[src/rtl/core/sfr_pkg.sv]
// shared types and constants for the stream find-and-replace core
package sfr_pkg;

  localparam int MAX_PATTERN_DEF     = 8;
  localparam int MAX_REPLACEMENT_DEF = 8;
  localparam int WORD_W              = 64;
  localparam int WORD_BYTES          = WORD_W / 8;
  localparam int LEN_W               = 4;
  localparam int CFG_IDX_W           = 2;
  localparam int CMD_FIFO_DEPTH      = 2;

  localparam logic [CFG_IDX_W-1:0] CFG_PATTERN_BYTES      = 2'd0;
  localparam logic [CFG_IDX_W-1:0] CFG_PATTERN_LENGTH     = 2'd1;
  localparam logic [CFG_IDX_W-1:0] CFG_REPLACEMENT_BYTES  = 2'd2;
  localparam logic [CFG_IDX_W-1:0] CFG_REPLACEMENT_LENGTH = 2'd3;

  typedef struct packed {
    logic [7:0] in_byte;
    logic       in_last;
  } in_item_t;

  typedef struct packed {
    logic [7:0] out_byte;
    logic       out_valid;
    logic       out_last;
  } out_item_t;

  typedef struct packed {
    logic             we;
    logic [CFG_IDX_W-1:0] index;
    logic [WORD_W-1:0]    data;
  } cfg_wr_t;

endpackage

[src/rtl/core/sfr_front.sv]
// front end: window, pattern compare and classification into byte-run requests
module sfr_front #(
  parameter int MAX_PATTERN     = sfr_pkg::MAX_PATTERN_DEF,
  parameter int MAX_REPLACEMENT = sfr_pkg::MAX_REPLACEMENT_DEF,
  parameter int CMD_BYTES       = 8,
  parameter int KW              = 4
) (
  input  logic                 clk,
  input  logic                 rst_n,
  input  sfr_pkg::cfg_wr_t     cfg_wr,
  input  logic                 in_push,
  output logic                 in_full,
  input  sfr_pkg::in_item_t    in_item,
  output logic                 cmd_push,
  input  logic                 cmd_full,
  output logic [CMD_BYTES*8-1:0] cmd_bytes,
  output logic [KW-1:0]        cmd_count,
  output logic                 cmd_last
);
  import sfr_pkg::*;

  localparam int CW   = $clog2(MAX_PATTERN + 1);
  localparam int RMAX = (MAX_REPLACEMENT < 8) ? MAX_REPLACEMENT : 8;
  localparam logic [LEN_W:0] MAXP_L = (LEN_W + 1)'(MAX_PATTERN);
  localparam logic [LEN_W-1:0] RMAX_L = LEN_W'(RMAX);

  logic [WORD_W-1:0] pat_bytes_r, rep_bytes_r;
  logic [LEN_W-1:0]  pat_len_r, rep_len_r;
  logic [7:0]        win_r   [MAX_PATTERN];
  logic [7:0]        win_nxt [MAX_PATTERN];
  logic [7:0]        nw      [MAX_PATTERN];
  logic [CW-1:0]     win_cnt_r, win_cnt_nxt;

  logic [LEN_W:0]    plen_w;
  logic [CW-1:0]     plen, wc, wn;
  logic [LEN_W-1:0]  rlen;
  logic              accept, is_full, is_match;
  logic [MAX_PATTERN-1:0] eq;

  // effective lengths, saturated
  always_comb begin
    if (pat_len_r == '0) begin
      plen_w = (LEN_W + 1)'(1);
    end else if ({1'b0, pat_len_r} > MAXP_L) begin
      plen_w = MAXP_L;
    end else begin
      plen_w = {1'b0, pat_len_r};
    end
    plen = CW'(plen_w);
    rlen = (rep_len_r > RMAX_L) ? RMAX_L : rep_len_r;
  end

  assign accept = in_push && !in_full;
  assign in_full = cmd_full;

  assign wc      = (win_cnt_r >= plen) ? '0 : win_cnt_r;
  assign wn      = wc + CW'(1);
  assign is_full = (wn == plen);

  // window with the new byte dropped in, compared byte for byte
  always_comb begin
    for (int k = 0; k < MAX_PATTERN; k++) begin
      nw[k] = (CW'(k) == wc) ? in_item.in_byte : win_r[k];
      if (CW'(k) >= plen) begin
        eq[k] = 1'b1;
      end else if (k < WORD_BYTES) begin
        eq[k] = (nw[k] == pat_bytes_r[(k % WORD_BYTES)*8 +: 8]);
      end else begin
        eq[k] = (nw[k] == 8'd0);
      end
    end
    is_match = is_full && (&eq);
  end

  // classify the item into one run of bytes for the back end
  always_comb begin
    cmd_bytes   = '0;
    cmd_count   = '0;
    cmd_last    = in_item.in_last;
    win_cnt_nxt = wn;
    for (int k = 0; k < MAX_PATTERN; k++) begin
      win_nxt[k] = nw[k];
    end
    if (is_match) begin
      for (int k = 0; k < CMD_BYTES; k++) begin
        if (k < RMAX) begin
          cmd_bytes[k*8 +: 8] = rep_bytes_r[(k % WORD_BYTES)*8 +: 8];
        end
      end
      cmd_count   = KW'(rlen);
      win_cnt_nxt = '0;
    end else begin
      for (int k = 0; k < MAX_PATTERN; k++) begin
        cmd_bytes[k*8 +: 8] = nw[k];
      end
      if (in_item.in_last) begin
        cmd_count   = KW'(wn);
        win_cnt_nxt = '0;
      end else if (is_full) begin
        cmd_count   = KW'(1);
        win_cnt_nxt = wn - CW'(1);
        for (int k = 0; k < MAX_PATTERN - 1; k++) begin
          win_nxt[k] = nw[k+1];
        end
      end
    end
  end

  assign cmd_push = accept && ((cmd_count != '0) || in_item.in_last);

  always_ff @(posedge clk) begin
    if (!rst_n) begin
      pat_bytes_r <= '0;
      pat_len_r   <= LEN_W'(1);
      rep_bytes_r <= '0;
      rep_len_r   <= '0;
      win_cnt_r   <= '0;
    end else begin
      // a pattern length write discards pending window bytes
      if (cfg_wr.we && (cfg_wr.index == CFG_PATTERN_LENGTH)) begin
        win_cnt_r <= '0;
      end else if (accept) begin
        win_cnt_r <= win_cnt_nxt;
      end
      if (cfg_wr.we) begin
        case (cfg_wr.index)
          CFG_PATTERN_BYTES:      pat_bytes_r <= cfg_wr.data;
          CFG_PATTERN_LENGTH:     pat_len_r   <= cfg_wr.data[LEN_W-1:0];
          CFG_REPLACEMENT_BYTES:  rep_bytes_r <= cfg_wr.data;
          CFG_REPLACEMENT_LENGTH: rep_len_r   <= cfg_wr.data[LEN_W-1:0];
          default: ;
        endcase
      end
    end
  end

  always_ff @(posedge clk) begin
    if (accept) begin
      for (int k = 0; k < MAX_PATTERN; k++) begin
        win_r[k] <= win_nxt[k];
      end
    end
  end

  a_cnt_below_len: assert property (@(posedge clk) disable iff (!rst_n)
    win_cnt_r < plen) else $error("window count reached pattern length");
  a_match_clears: assert property (@(posedge clk) disable iff (!rst_n)
    accept && is_match && !cfg_wr.we |=> win_cnt_r == '0)
    else $error("window not cleared after match");
  a_no_push_full: assert property (@(posedge clk) disable iff (!rst_n)
    cmd_push |-> !cmd_full) else $error("request pushed into full queue");

endmodule

[src/rtl/core/sfr_cmd_fifo.sv]
// short request queue between front and back end
module sfr_cmd_fifo #(
  parameter int W = 8
) (
  input  logic         clk,
  input  logic         rst_n,
  input  logic         push,
  input  logic [W-1:0] wr_data,
  output logic         full,
  input  logic         pop,
  output logic [W-1:0] rd_data,
  output logic         empty
);
  import sfr_pkg::*;

  localparam int AW = (CMD_FIFO_DEPTH > 1) ? $clog2(CMD_FIFO_DEPTH) : 1;
  localparam int NW = $clog2(CMD_FIFO_DEPTH + 1);

  logic [W-1:0]  mem_r [CMD_FIFO_DEPTH];
  logic [AW-1:0] wr_ptr_r, rd_ptr_r;
  logic [NW-1:0] num_r;
  logic          do_push, do_pop;

  assign full    = (num_r == NW'(CMD_FIFO_DEPTH));
  assign empty   = (num_r == '0);
  assign do_push = push && !full;
  assign do_pop  = pop && !empty;
  assign rd_data = mem_r[rd_ptr_r];

  always_ff @(posedge clk) begin
    if (!rst_n) begin
      wr_ptr_r <= '0;
      rd_ptr_r <= '0;
      num_r    <= '0;
    end else begin
      if (do_push) begin
        wr_ptr_r <= (wr_ptr_r == AW'(CMD_FIFO_DEPTH - 1)) ? '0 : wr_ptr_r + AW'(1);
      end
      if (do_pop) begin
        rd_ptr_r <= (rd_ptr_r == AW'(CMD_FIFO_DEPTH - 1)) ? '0 : rd_ptr_r + AW'(1);
      end
      if (do_push && !do_pop) begin
        num_r <= num_r + NW'(1);
      end else if (do_pop && !do_push) begin
        num_r <= num_r - NW'(1);
      end
    end
  end

  always_ff @(posedge clk) begin
    if (do_push) begin
      mem_r[wr_ptr_r] <= wr_data;
    end
  end

  a_num_bound: assert property (@(posedge clk) disable iff (!rst_n)
    num_r <= NW'(CMD_FIFO_DEPTH)) else $error("queue count overflow");
  a_ptr_gap: assert property (@(posedge clk) disable iff (!rst_n)
    (num_r == '0 || num_r == NW'(CMD_FIFO_DEPTH)) |-> wr_ptr_r == rd_ptr_r)
    else $error("queue pointers disagree with count");

endmodule

[src/rtl/core/sfr_back.sv]
// back end: serializes byte-run requests into single results with an output register
module sfr_back #(
  parameter int CMD_BYTES = 8,
  parameter int KW        = 4
) (
  input  logic                   clk,
  input  logic                   rst_n,
  input  logic                   cmd_empty,
  output logic                   cmd_pop,
  input  logic [CMD_BYTES*8-1:0] cmd_bytes,
  input  logic [KW-1:0]          cmd_count,
  input  logic                   cmd_last,
  output logic                   out_empty,
  input  logic                   out_pop,
  output sfr_pkg::out_item_t     out_item
);
  import sfr_pkg::*;

  localparam int IW = (CMD_BYTES > 1) ? $clog2(CMD_BYTES) : 1;

  logic            out_vld_r;
  out_item_t       out_item_r, out_item_nxt;
  logic [IW-1:0]   idx_r, idx_nxt;
  logic            load, at_end;

  assign load   = !cmd_empty && (!out_vld_r || out_pop);
  assign at_end = (cmd_count == '0) || (KW'(idx_r) == (cmd_count - KW'(1)));

  always_comb begin
    out_item_nxt = '0;
    idx_nxt      = idx_r + IW'(1);
    if (cmd_count == '0) begin
      // end-only marker
      out_item_nxt.out_last = 1'b1;
    end else begin
      out_item_nxt.out_byte  = cmd_bytes[idx_r*8 +: 8];
      out_item_nxt.out_valid = 1'b1;
      out_item_nxt.out_last  = cmd_last && at_end;
    end
    if (at_end) begin
      idx_nxt = '0;
    end
  end

  assign cmd_pop   = load && at_end;
  assign out_empty = !out_vld_r;
  assign out_item  = out_item_r;

  always_ff @(posedge clk) begin
    if (!rst_n) begin
      out_vld_r <= 1'b0;
      idx_r     <= '0;
    end else begin
      if (load) begin
        out_vld_r <= 1'b1;
        idx_r     <= idx_nxt;
      end else if (out_pop) begin
        out_vld_r <= 1'b0;
      end
    end
  end

  always_ff @(posedge clk) begin
    if (load) begin
      out_item_r <= out_item_nxt;
    end
  end

  a_marker_is_last: assert property (@(posedge clk) disable iff (!rst_n)
    !out_empty && !out_item.out_valid |-> out_item.out_last)
    else $error("end-only marker without last");
  a_idx_reset_on_pop: assert property (@(posedge clk) disable iff (!rst_n)
    cmd_pop |=> idx_r == '0) else $error("byte index not rewound");

endmodule

[src/rtl/core/stream_find_and_replace_core.sv]
// top level of the stream find-and-replace core
// path: a request is written into the queue, then loaded from its head into the output
//   register on the out_ ports once that register is empty or being popped
// throughput: one input byte per cycle while the queue is not full; a request with n
//   results holds the back end until all n are loaded, the two-entry queue absorbs short bursts
// reset: synchronous on rst_n low; window empties, queue and output empty, regs default
module stream_find_and_replace_core #(
  parameter int MAX_PATTERN     = sfr_pkg::MAX_PATTERN_DEF,
  parameter int MAX_REPLACEMENT = sfr_pkg::MAX_REPLACEMENT_DEF
) (
  input  logic                               clk,
  input  logic                               rst_n,
  // configuration write port
  input  logic                               cfg_we,
  input  logic [sfr_pkg::CFG_IDX_W-1:0]      cfg_index,
  input  logic [sfr_pkg::WORD_W-1:0]         cfg_data,
  // input byte stream
  input  logic                               in_push,
  output logic                               in_full,
  input  sfr_pkg::in_item_t                  in_item,
  // result stream
  output logic                               out_empty,
  input  logic                               out_pop,
  output sfr_pkg::out_item_t                 out_item
);
  import sfr_pkg::*;

  // replacement length caps at MAX_REPLACEMENT, and at eight since the register holds eight bytes
  localparam int RMAX      = (MAX_REPLACEMENT < WORD_BYTES) ? MAX_REPLACEMENT : WORD_BYTES;
  // one request carries a whole run: a replacement or a window flush
  localparam int CMD_BYTES = (MAX_PATTERN > RMAX) ? MAX_PATTERN : RMAX;
  localparam int KW        = $clog2(CMD_BYTES + 1);
  localparam int CMD_W     = CMD_BYTES * 8 + KW + 1;

  cfg_wr_t                 cfg_wr;
  logic                    f_push, f_full, b_pop, b_empty;
  logic [CMD_BYTES*8-1:0]  f_bytes, b_bytes;
  logic [KW-1:0]           f_count, b_count;
  logic                    f_last, b_last;
  logic [CMD_W-1:0]        q_wr, q_rd;

  assign cfg_wr.we    = cfg_we;
  assign cfg_wr.index = cfg_index;
  assign cfg_wr.data  = cfg_data;

  // front: window shift register, parallel compare, request build
  sfr_front #(
    .MAX_PATTERN     (MAX_PATTERN),
    .MAX_REPLACEMENT (MAX_REPLACEMENT),
    .CMD_BYTES       (CMD_BYTES),
    .KW              (KW)
  ) u_front (
    .clk       (clk),
    .rst_n     (rst_n),
    .cfg_wr    (cfg_wr),
    .in_push   (in_push),
    .in_full   (in_full),
    .in_item   (in_item),
    .cmd_push  (f_push),
    .cmd_full  (f_full),
    .cmd_bytes (f_bytes),
    .cmd_count (f_count),
    .cmd_last  (f_last)
  );

  // requests packed flat through the queue
  assign q_wr = {f_bytes, f_count, f_last};
  assign {b_bytes, b_count, b_last} = q_rd;

  sfr_cmd_fifo #(
    .W (CMD_W)
  ) u_fifo (
    .clk     (clk),
    .rst_n   (rst_n),
    .push    (f_push),
    .wr_data (q_wr),
    .full    (f_full),
    .pop     (b_pop),
    .rd_data (q_rd),
    .empty   (b_empty)
  );

  // back: one result per cycle from the head request while results are being popped
  sfr_back #(
    .CMD_BYTES (CMD_BYTES),
    .KW        (KW)
  ) u_back (
    .clk       (clk),
    .rst_n     (rst_n),
    .cmd_empty (b_empty),
    .cmd_pop   (b_pop),
    .cmd_bytes (b_bytes),
    .cmd_count (b_count),
    .cmd_last  (b_last),
    .out_empty (out_empty),
    .out_pop   (out_pop),
    .out_item  (out_item)
  );

  // a stalled result must hold until taken
  a_out_hold: assert property (@(posedge clk) disable iff (!rst_n)
    !out_empty && !out_pop |=> !out_empty && $stable(out_item))
    else $error("result changed while stalled");
  // full on the input only when the queue is full
  a_full_tracks_queue: assert property (@(posedge clk) disable iff (!rst_n)
    in_full == f_full) else $error("input full mismatch");
  // nothing queued and nothing shown right after reset
  a_reset_empty: assert property (@(posedge clk)
    !rst_n |=> out_empty && !in_full) else $error("not empty after reset");

endmodule
[config.mk]
export PLATFORM = sky130hd
export DESIGN_NAME = stream_find_and_replace_core
export DESIGN_NICKNAME = d
export VERILOG_FILES = /design/src/rtl/core/sfr_pkg.sv /design/src/rtl/core/sfr_front.sv /design/src/rtl/core/sfr_cmd_fifo.sv /design/src/rtl/core/sfr_back.sv /design/src/rtl/core/stream_find_and_replace_core.sv
export SDC_FILE = /design/constraint.sdc
export NUM_CORES = 1
export LEC_CHECK = 0
export ABC_AREA = 1
export BUFFER_PORTS_ARGS = -buffer_cell sky130_fd_sc_hd__buf_4
export CAP_MARGIN = 30
export CORE_UTILIZATION = 46
export DETAILED_ROUTE_END_ITERATION = 12
export PLACE_DENSITY = 0.63
export SLEW_MARGIN = 20
export SYNTH_ARGS = -nofsm -noshare
export SYNTH_HDL_FRONTEND = slang
export SYNTH_SLANG_ARGS = --single-unit
[constraint.sdc]
create_clock -name clk -period 22.3 [get_ports clk]
set_input_delay 2.23 -clock clk [delete_from_list [all_inputs] [get_ports clk]]
set_output_delay 2.23 -clock clk [all_outputs]
set_load 0.02 [all_outputs]
==> flow_summary.toml, run 1 <==
[status]
run_status = "finished, final reports clean"

[timing]
grt_setup_unrepaired = "false"
timing.final.crit_share_pct = 29.5
setup_ws_ns = 15.73
setup_viol = 0
timing.fmax_mhz = 152
min_period_ns = 6.57
relSlewSlack_pct = 33.0
tightest_slew_ns = 1.01
hold_viol_final = 0
finalMaxSlewViolations = 0
whs_ns = 0.452
finClkSkew_ns = 0.0191
setup-tns-final_ns = 0

[clock_tree]
cts_resized = 0
cts_setup_buffers = 0
htree_levels = 2
clk_pin_slew_ns = 0.06
cts_root_buffer = "clkbuf_16"
hold_buffers = 0
cts_made_buffers = 42
cts_tree = "built"
cts.sinks = 361
clockBufferDepth = 3
clkLatencyLatePin_ns = 0.55

[placement]
port_buffers = 91
post-place-ws_ns = 15.58
hpwl_mm = 35.5
place_congestion = 0.888

[critical_path]
cp_max_fo = 56
crit_arrival_ns = 6.77
crit_path_end_kind = "register"
r2r_start = "u_front.pat_len_r[3]$_SDFFE_PN0P_"
r2r.worst_path.cells = 31
crit_path_frequent_cell = "nand2_1"
slowest_delay_ns = 0.84
crit_type = "reg -> reg"
timing.critical_path.from = "u_front.pat_len_r[3]$_SDFFE_PN0P_"
critPathLaunchType = "register"
cp-endpoint = "u_fifo.mem_r[0][62]$_DFFE_PP_"
cpMaxStageDelayCell = "ha_1"
reg2reg_slack_ns = 15.73
required_ns = 22.50
reg2reg_to = "u_fifo.mem_r[0][62]$_DFFE_PP_"

[logic_synthesis]
async_flop_share_pct = 0
synth_top_area_cell = "edfxtp_1"
synth.area.top_cells = "edfxtp_1 37%, dfxtp_1 17%, nand2_1 10%"
synth_area_um2 = 17300
yosysMostFrequentCell = "nand2_1"
synth_seq_cells = 361
synthesis.nets = 2204
synthFlopType = "edfxtp_1"
ys_warn_count = 0
synth_cell_types = 40
syn-instance-count = 2113
synth_seq_area_share_pct = 54.0
synth_top_area_share_pct = 36.7
synth_edf_count = 212
syn_area_per_cell_um2 = 8.20
synthTopCellsByCount = "483 x nand2_1, 329 x nor2_1, 327 x o21ai_0"

[routing]
first_pass_iters = 8
avgViaCountPerCell = 5.50
ant_nets = 0
vias = 14775
drt-total-wl_mm = 53.2
drt_iter0_drc = 1132
drt-wirelength-per-cell_um = 19.8
drc = 0

[pwr]
p_leak_uw = 0.00828
power.total_uw = 2290
power_density_nw_per_um2 = 116
irDropWorstVdd_v = 0.0000552

[layout]
multi_input_area_um2 = 6840
utilization_pct = 53.6
drive_gt1_share_pct = 9.80
antenna_cells = 0
areaGrowthSynthToFinish_pct = 14.1
regArea_um2 = 9350
n_fill_cell = 3492
nNetsFinal = 2242

[floorplan]
rows = 70
io_pins = 92
dieArea_um2 = 38400
start_util_pct = 47.0
die_h_um = 196
core_area_um2 = 36900
fp.dieW_um = 196

[grt]
grt_pass1_vias = 14124
track_usage_pct = 27.7
antenna_found_initial = 0
gr-total-overflow = 0
grt_pass1_wl_mm = 81.4
grt_max_degree = 83

[run]
maxCapViolCount = 0

[min_path]
hold_depth = 1
hp-class = "reg -> reg"
## metrics by stage
stage,std cells,area [um2]
2_1_floorplan,2113,17300
3_3_place_gp,2608,18300
3_5_place_dp,2608,18300
4_1_cts,2685,19700
5_1_grt,2688,19800
6_report,2688,19800
## routing by layer
metal	GRT usage [%]	routed length, um	vias up
li1	-	-	7117
met1	37.2	23200	7086
met2	46.5	25300	479
met3	2.99	3050	93
met4	9.90	1690	0
met5	0	0	-
## cell families after synthesis
kind of cell               Yosys count  synth area share (%)
DFF                                361                  54.0
and+or+nand+nor                   1010                  24.6
xor gates and xnor gates             6                 0.303
muxes                                3                 0.173
AOI/OAI and AO/OA                  434                  13.4
buffers and inverters              288                  6.71
adders and majority gates           11                 0.794
## critical path, delay by kind of cell (launching register included)
family          cells  cell delay [ns]
simple gates       23             3.05
flops               1             0.42
buf+inv             5             1.39
compound gates      1             0.16
fa+ha+maj           2             1.14
## worst min-delay path by stage
stage	endpoint	start
final	u_fifo.rd_ptr_r$_SDFFE_PN0P_	u_fifo.rd_ptr_r$_SDFFE_PN0P_
after global routing	u_fifo.rd_ptr_r$_SDFFE_PN0P_	u_fifo.rd_ptr_r$_SDFFE_PN0P_
after CTS	u_fifo.rd_ptr_r$_SDFFE_PN0P_	u_fifo.rd_ptr_r$_SDFFE_PN0P_
after detailed placement	u_fifo.rd_ptr_r$_SDFFE_PN0P_	u_fifo.rd_ptr_r$_SDFFE_PN0P_
after global placement	register	u_fifo.rd_ptr_r$_SDFFE_PN0P_
after floorplan	register	u_fifo.rd_ptr_r$_SDFFE_PN0P_
## cell type report
class | count | area share, %
flip-flops and latches | 361 | 47.3
clock inverters | 14 | 0.956
multi-input cells | 1464 | 34.6
well taps | 504 | 3.19
repair buffers | 113 | 4.56
clock buffers | 63 | 6.18
inverters | 169 | 3.22
## placed cells by master (no fill, tap or decap), types with 2 or more instances in the layout
cell and count:
a21oi_1 51, a31oi_1 6, buf_16 2, buf_4 110, bufinv_16 4, clkbuf_1 14
clkbuf_16 44, clkbuf_8 5, clkinv_1 4, clkinv_2 4, clkinvlp_4 2, dfxtp_1 148
edfxtp_1 212, ha_1 11, inv_1 159, inv_2 6, inv_6 3, mux2i_1 3
nand2_1 483, nand2_2 5, nand2_4 6, nand3_1 125, nand3_2 4, nand3b_1 42
nand4_1 3, nor2_1 327, nor2_2 3, nor2_4 6, nor3_2 2, o211ai_1 4
o21ai_0 327, o21ai_1 9, o221ai_1 26, o22ai_1 6, xor2_1 6
## sequential cells by signal, summed over array words and instances (netlist names), 2 cells and up, named ones only
| signal | cells |
|---|---|
| u_back.out_item | 10 |
| u_front.pat_len_r | 4 |
| u_front.win_cnt_r | 4 |
| u_fifo.mem_r | 138 |
| u_front.win_r | 64 |
| u_front.rep_bytes_r | 64 |
| u_front.pat_bytes_r | 64 |
| u_front.rep_len_r | 4 |
| u_fifo.num_r | 2 |
| u_back.idx_r | 3 |
## power breakdown
| group | switching, uW | total (uW) | internal (uW) | leakage [uW] |
|---|---|---|---|---|
| combinational | 467 | 662 | 195 | 0.00437 |
| sequential | 40.3 | 926 | 886 | 0.00323 |
| clock | 276 | 703 | 427 | 0.000683 |
No activity file was read; power rests on OpenSTA's default activity.
==> run 2, diff against run 1 <==
==> constraint.sdc (replaced) <==
create_clock -name clk -period 6.8 [get_ports clk]
set_input_delay 0.68 -clock clk [delete_from_list [all_inputs] [get_ports clk]]
set_output_delay 0.68 -clock clk [all_outputs]
set_load 0.02 [all_outputs]
==> run 2 against run 1 <==
Sequential share of layout area up 0.084 points. Clock power grew to 3.2 times the previous value. Critical endpoint is now u_fifo.mem_r[1][58]$_DFFE_PP_. First-iteration DRC count shrank 3.6%. Flip-flop and latch count unchanged. Largest power group unchanged. Critical path type unchanged.
==> flow_summary.toml, run 2 (synthesized netlist as in run 1, its figures left out) <==
[status]
run_status = "finished, final reports clean"

[layout]
drive_gt1_share_pct = 10.0
largest_reg_flops = 138
layout_common_cells = "483 x nand2_1, 327 x nor2_1, 327 x o21ai_0"
finalNonFillerCells = 2686
areaGrowthSynthToFinish_pct = 13.9
mostFrequentLayoutCell = "nand2_1"
top_register = "u_fifo.mem_r"
nNetsFinal = 2241
antenna_cells = 0

[pwr]
p_leak_uw = 0.00827
irDropWorstVdd_v = 0.000179
power_density_nw_per_um2 = 379
power.total_uw = 7480

[critical_path]
crit_path_end_kind = "register"
cp_num_buf_inv = 6
reg2reg_slack_ns = 0.84
crit_arrival_ns = 6.20
slowest_delay_ns = 0.79
r2r.worst_path.cells = 28
cp_max_fo = 72
path_delay_family = "simple AND/OR/NAND/NOR gates"
timing.critical_path.from = "u_front.pat_len_r[3]$_SDFFE_PN0P_"
cp_num_cells = 28
critPathLaunchType = "register"
required_ns = 7.04
crit_type = "reg -> reg"
crit_path_frequent_cell = "nand2_1"
cpMaxStageDelayCell = "ha_1"
r2r_start = "u_front.pat_len_r[3]$_SDFFE_PN0P_"
reg2reg_to = "u_fifo.mem_r[1][58]$_DFFE_PP_"
cp-endpoint = "u_fifo.mem_r[1][58]$_DFFE_PP_"

[timing]
timing.fmax_mhz = 168
tightest_slew_ns = 0.943
setup_viol = 0
grt_setup_unrepaired = "false"
timing.final.crit_share_pct = 87.6
finalMaxSlewViolations = 0
min_period_ns = 5.96
hold_viol_final = 0
finClkSkew_ns = 0.0237
relSlewSlack_pct = 37.1
setup-tns-final_ns = 0

[floorplan]
io_pins = 92
dieArea_um2 = 38400
start_util_pct = 47.0
core_area_um2 = 36900
rows = 70
fp.dieW_um = 196
die_h_um = 196

[routing]
first_pass_iters = 7
drt-total-wl_mm = 54.3
avgViaCountPerCell = 5.58
drc = 0
ant_nets = 0
vias = 14980
drt-wirelength-per-cell_um = 20.2
drt_iter0_drc = 1091

[clock_tree]
cts_tree = "built"
cts.sinks = 361
clk_pin_slew_ns = 0.06
cts_setup_buffers = 0
hold_buffers = 0
cts_made_buffers = 40
cts_root_buffer = "clkbuf_16"
clockBufferDepth = 3
cts_resized = 0
htree_levels = 2
clkLatencyLatePin_ns = 0.55

[grt]
grtUsageMet2_pct = 46.9
antenna_found_initial = 2
grt_pass1_wl_mm = 81.9
use_met3_pct = 5.28
grt_pass1_vias = 14200
grtUsageMet1_pct = 35.7
gr-total-overflow = 0
grt_max_degree = 94
track_usage_pct = 28.2
busiest_layer = "met2"

[placement]
hpwl_mm = 35.5
port_buffers = 91
dp.cells = 2612
place_congestion = 0.894

[run]
maxCapViolCount = 0

[min_path]
hp-class = "in -> reg"
[run 2: how the worst min path moves through the flow]
stage,startpoint,endpoint,slack [ns],depth (start not counted)
after floorplan,u_fifo.rd_ptr_r$_SDFFE_PN0P_,register,0.43,1
after global placement,u_fifo.rd_ptr_r$_SDFFE_PN0P_,register,0.44,1
after detailed placement,u_fifo.rd_ptr_r$_SDFFE_PN0P_,register,0.45,1
after CTS,cfg_data[22],u_front.pat_bytes_r[22]$_SDFFE_PN0P_,0.35,3
after global routing,cfg_data[15],u_front.rep_bytes_r[15]$_SDFFE_PN0P_,0.36,3
final,cfg_data[43],u_front.rep_bytes_r[43]$_SDFFE_PN0P_,0.36,3
[run 2: power by group]
group          switching [uW]  total, uW  leakage (uW)  internal (uW)
registers                 133       3040       0.00323           2900
clock network             897       2270      0.000680           1380
logic                    1530       2170       0.00437            636
[run 2: worst register-to-register path, delay by kind of cell (launching register included)]
kind / cells / cell delay, ns
AND/OR/NAND/NOR: 18 / 2.32
buffers and inverters: 6 / 1.38
AO/OA/AOI/OAI: 2 / 0.46
adder cells (fa/ha/maj): 2 / 1.09
flip-flops: 1 / 0.42
[run 2: layout make-up]
type / instances / area [um2]
tap: 504 / 631
timing repair buffer: 114 / 893
inverter: 169 / 636
multi-input combinational: 1464 / 6840
fill: 3450 / 17100
clock buffer: 59 / 1190
sequential: 361 / 9350
clock inverter: 15 / 190
[run 2: layer usage]
metal	vias up	part of all wire (%)	wire (um)
met1	7141	41	22200
met3	126	7.3	3980
met2	576	47	25600
met4	2	4.5	2450
met5	-	0.024	13
li1	7135	-	-
[run 2: stage by stage]
stage / area, um2 / worst slack, ns / utilization [%] / hold WS (ns)
floorplan: 17300 / 0.959 / - / 0.426
global placement: 18400 / 1.00 / 49.8 / 0.436
detailed placement: 18400 / 0.866 / 49.8 / 0.446
CTS: 19700 / 0.812 / 53.5 / 0.348
global route: 19700 / 0.201 / 53.5 / 0.363
finish: 19700 / 0.840 / 53.5 / 0.361
==> run 3, diff against run 2 <==
--- a/config.mk
+++ b/config.mk
@@ -6,7 +6,7 @@
 export NUM_CORES = 1
 export LEC_CHECK = 0
 export ABC_AREA = 1
-export BUFFER_PORTS_ARGS = -buffer_cell sky130_fd_sc_hd__buf_4
+export BUFFER_PORTS_ARGS = -buffer_cell sky130_fd_sc_hd__buf_2
 export CAP_MARGIN = 30
 export CORE_UTILIZATION = 46
 export DETAILED_ROUTE_END_ITERATION = 12
==> run 3 against run 2 <==
Final area is 1.6% lower. Fmax decreased by 2.7%. Sequential share of layout area increased by 0.78 points. Routed wire length is 0.92% higher. Total power is 2.8% lower. Critical path type unchanged. Flip-flop and latch count did not move. Die area unchanged. Global-route usage rose by 0.41 points.
==> flow_summary.toml, run 3 (synthesized netlist as in run 1, its figures left out) <==
[timing]
finalMaxSlewViolations = 0
timing.fmax_mhz = 163
grt_setup_unrepaired = "false"
finClkSkew_ns = 0.0243
min_period_ns = 6.13
setup-tns-final_ns = 0
tightest_slew_ns = 0.883
setup_viol = 0
setup_ws_ns = 0.673
hold_viol_final = 0
timing.final.crit_share_pct = 90.1
relSlewSlack_pct = 40.8

[clock_tree]
clkLatencyLatePin_ns = 0.56
cts_made_buffers = 39
cts_setup_buffers = 0
clk_pin_slew_ns = 0.06
hold_buffers = 0
cts_resized = 0
clockBufferDepth = 3
htree_levels = 2
cts_tree = "built"
cts_root_buffer = "clkbuf_16"
cts.sinks = 361

[layout]
top_register = "u_fifo.mem_r"
mostFrequentLayoutCell = "nand2_1"
layout_common_cells = "483 x nand2_1, 327 x nor2_1, 327 x o21ai_0"
largest_reg_flops = 138
nNetsFinal = 2245
antenna_cells = 0
drive_gt1_share_pct = 9.84
areaGrowthSynthToFinish_pct = 12.1
final_area_um2 = 19400

[grt]
track_usage_pct = 28.6
grt_pass1_wl_mm = 82.9
antenna_found_initial = 0
gr-total-overflow = 0
grt_pass1_vias = 14195
grt_max_degree = 89

[routing]
vias = 15047
avgViaCountPerCell = 5.60
drc = 0
ant_nets = 0
drt-wirelength-per-cell_um = 20.4
first_pass_iters = 6
drt-total-wl_mm = 54.8
drt_iter0_drc = 1419

[critical_path]
critPathLaunchType = "register"
required_ns = 7.03
crit_arrival_ns = 6.36
crit_path_frequent_cell = "nand2_1"
cpMaxStageDelayCell = "buf_4"
crit_path_end_kind = "register"
crit_type = "reg -> reg"
cp_max_fo = 88
slowest_delay_ns = 0.75

[pwr]
p_leak_uw = 0.00816
power_density_nw_per_um2 = 374
irDropWorstVdd_v = 0.000191

[floorplan]
start_util_pct = 47.0
fp.dieW_um = 196
die_h_um = 196
dieArea_um2 = 38400
rows = 70
io_pins = 92
core_area_um2 = 36900

[placement]
hpwl_mm = 35.9
post-place-ws_ns = 0.822
place_congestion = 0.964
port_buffers = 91
postPlaceCellArea_um2 = 18200

[min_path]
hp-class = "in -> reg"

[run]
maxCapViolCount = 0

[status]
run_status = "finished, final reports clean"
run 3: cell count changes in the layout (fill, tap and decap cells not counted), moves of 2 or more:
cell and change:
buf_4 -88, inv_6 -2, clkbuf_8 -4, clkinv_4 +2
bufinv_16 -3, buf_2 +90, clkinv_1 +5, clkinvlp_4 -2
inv_4 -2, clkinv_2 +3
run 3: final timing paths:
path,from,endpoint,cells after the start,slack [ns]
setup reg to reg,u_front.pat_len_r[3]$_SDFFE_PN0P_,u_fifo.mem_r[1][52]$_DFFE_PP_,28,0.67
setup / recovery,u_front.pat_len_r[3]$_SDFFE_PN0P_,u_fifo.mem_r[1][52]$_DFFE_PP_,28,0.67
hold reg to reg,u_fifo.rd_ptr_r$_SDFFE_PN0P_,register,1,0.45
hold / removal,cfg_data[14],u_front.pat_bytes_r[14]$_SDFFE_PN0P_,3,0.36
run 3: final cells by class:
type                       count  area (um2)
sequential                   361        9350
inverter                     169         636
tap                          504         631
clock buffer                  55        1120
fill                        3481       17500
timing repair buffer         119         736
multi-input combinational   1464        6840
clock inverter                16         106
run 3: layer usage:
layer	routed length (um)	part of all wire (%)	GRT usage (%)	vias up
li1	-	-	-	7140
met1	23100	42	37.4	7243
met2	26100	48	48.1	567
met3	3760	6.9	3.59	97
met4	1810	3.3	11.7	0
met5	0	0	0	-
run 3: through the flow:
step | hold WS [ns] | total power, uW | util, % | cells
after floorplan | 0.426 | 4470 | - | 2113
after global placement | 0.432 | 5160 | 49.3 | 2615
after detailed placement | 0.443 | 5210 | 49.3 | 2615
after CTS | 0.341 | 7270 | 52.6 | 2686
after global routing | 0.365 | 7640 | 52.7 | 2688
final | 0.362 | 7270 | 52.7 | 2688
run 3: where the power goes:
group / leakage [uW] / total (uW) / internal (uW) / switching [uW]
Sequential: 0.00323 / 3030 / 2900 / 133
Clock: 0.000607 / 2060 / 1190 / 874
Combinational: 0.00433 / 2170 / 618 / 1550
run 3: worst max-delay path, delay by kind of cell (launching register included):
kind	cells	cell delay, ns
buffers and inverters	5	1.33
flip-flops	1	0.41
AND/OR/NAND/NOR	19	2.51
AO/OA/AOI/OAI	2	0.46
adder cells (fa/ha/maj)	2	1.01
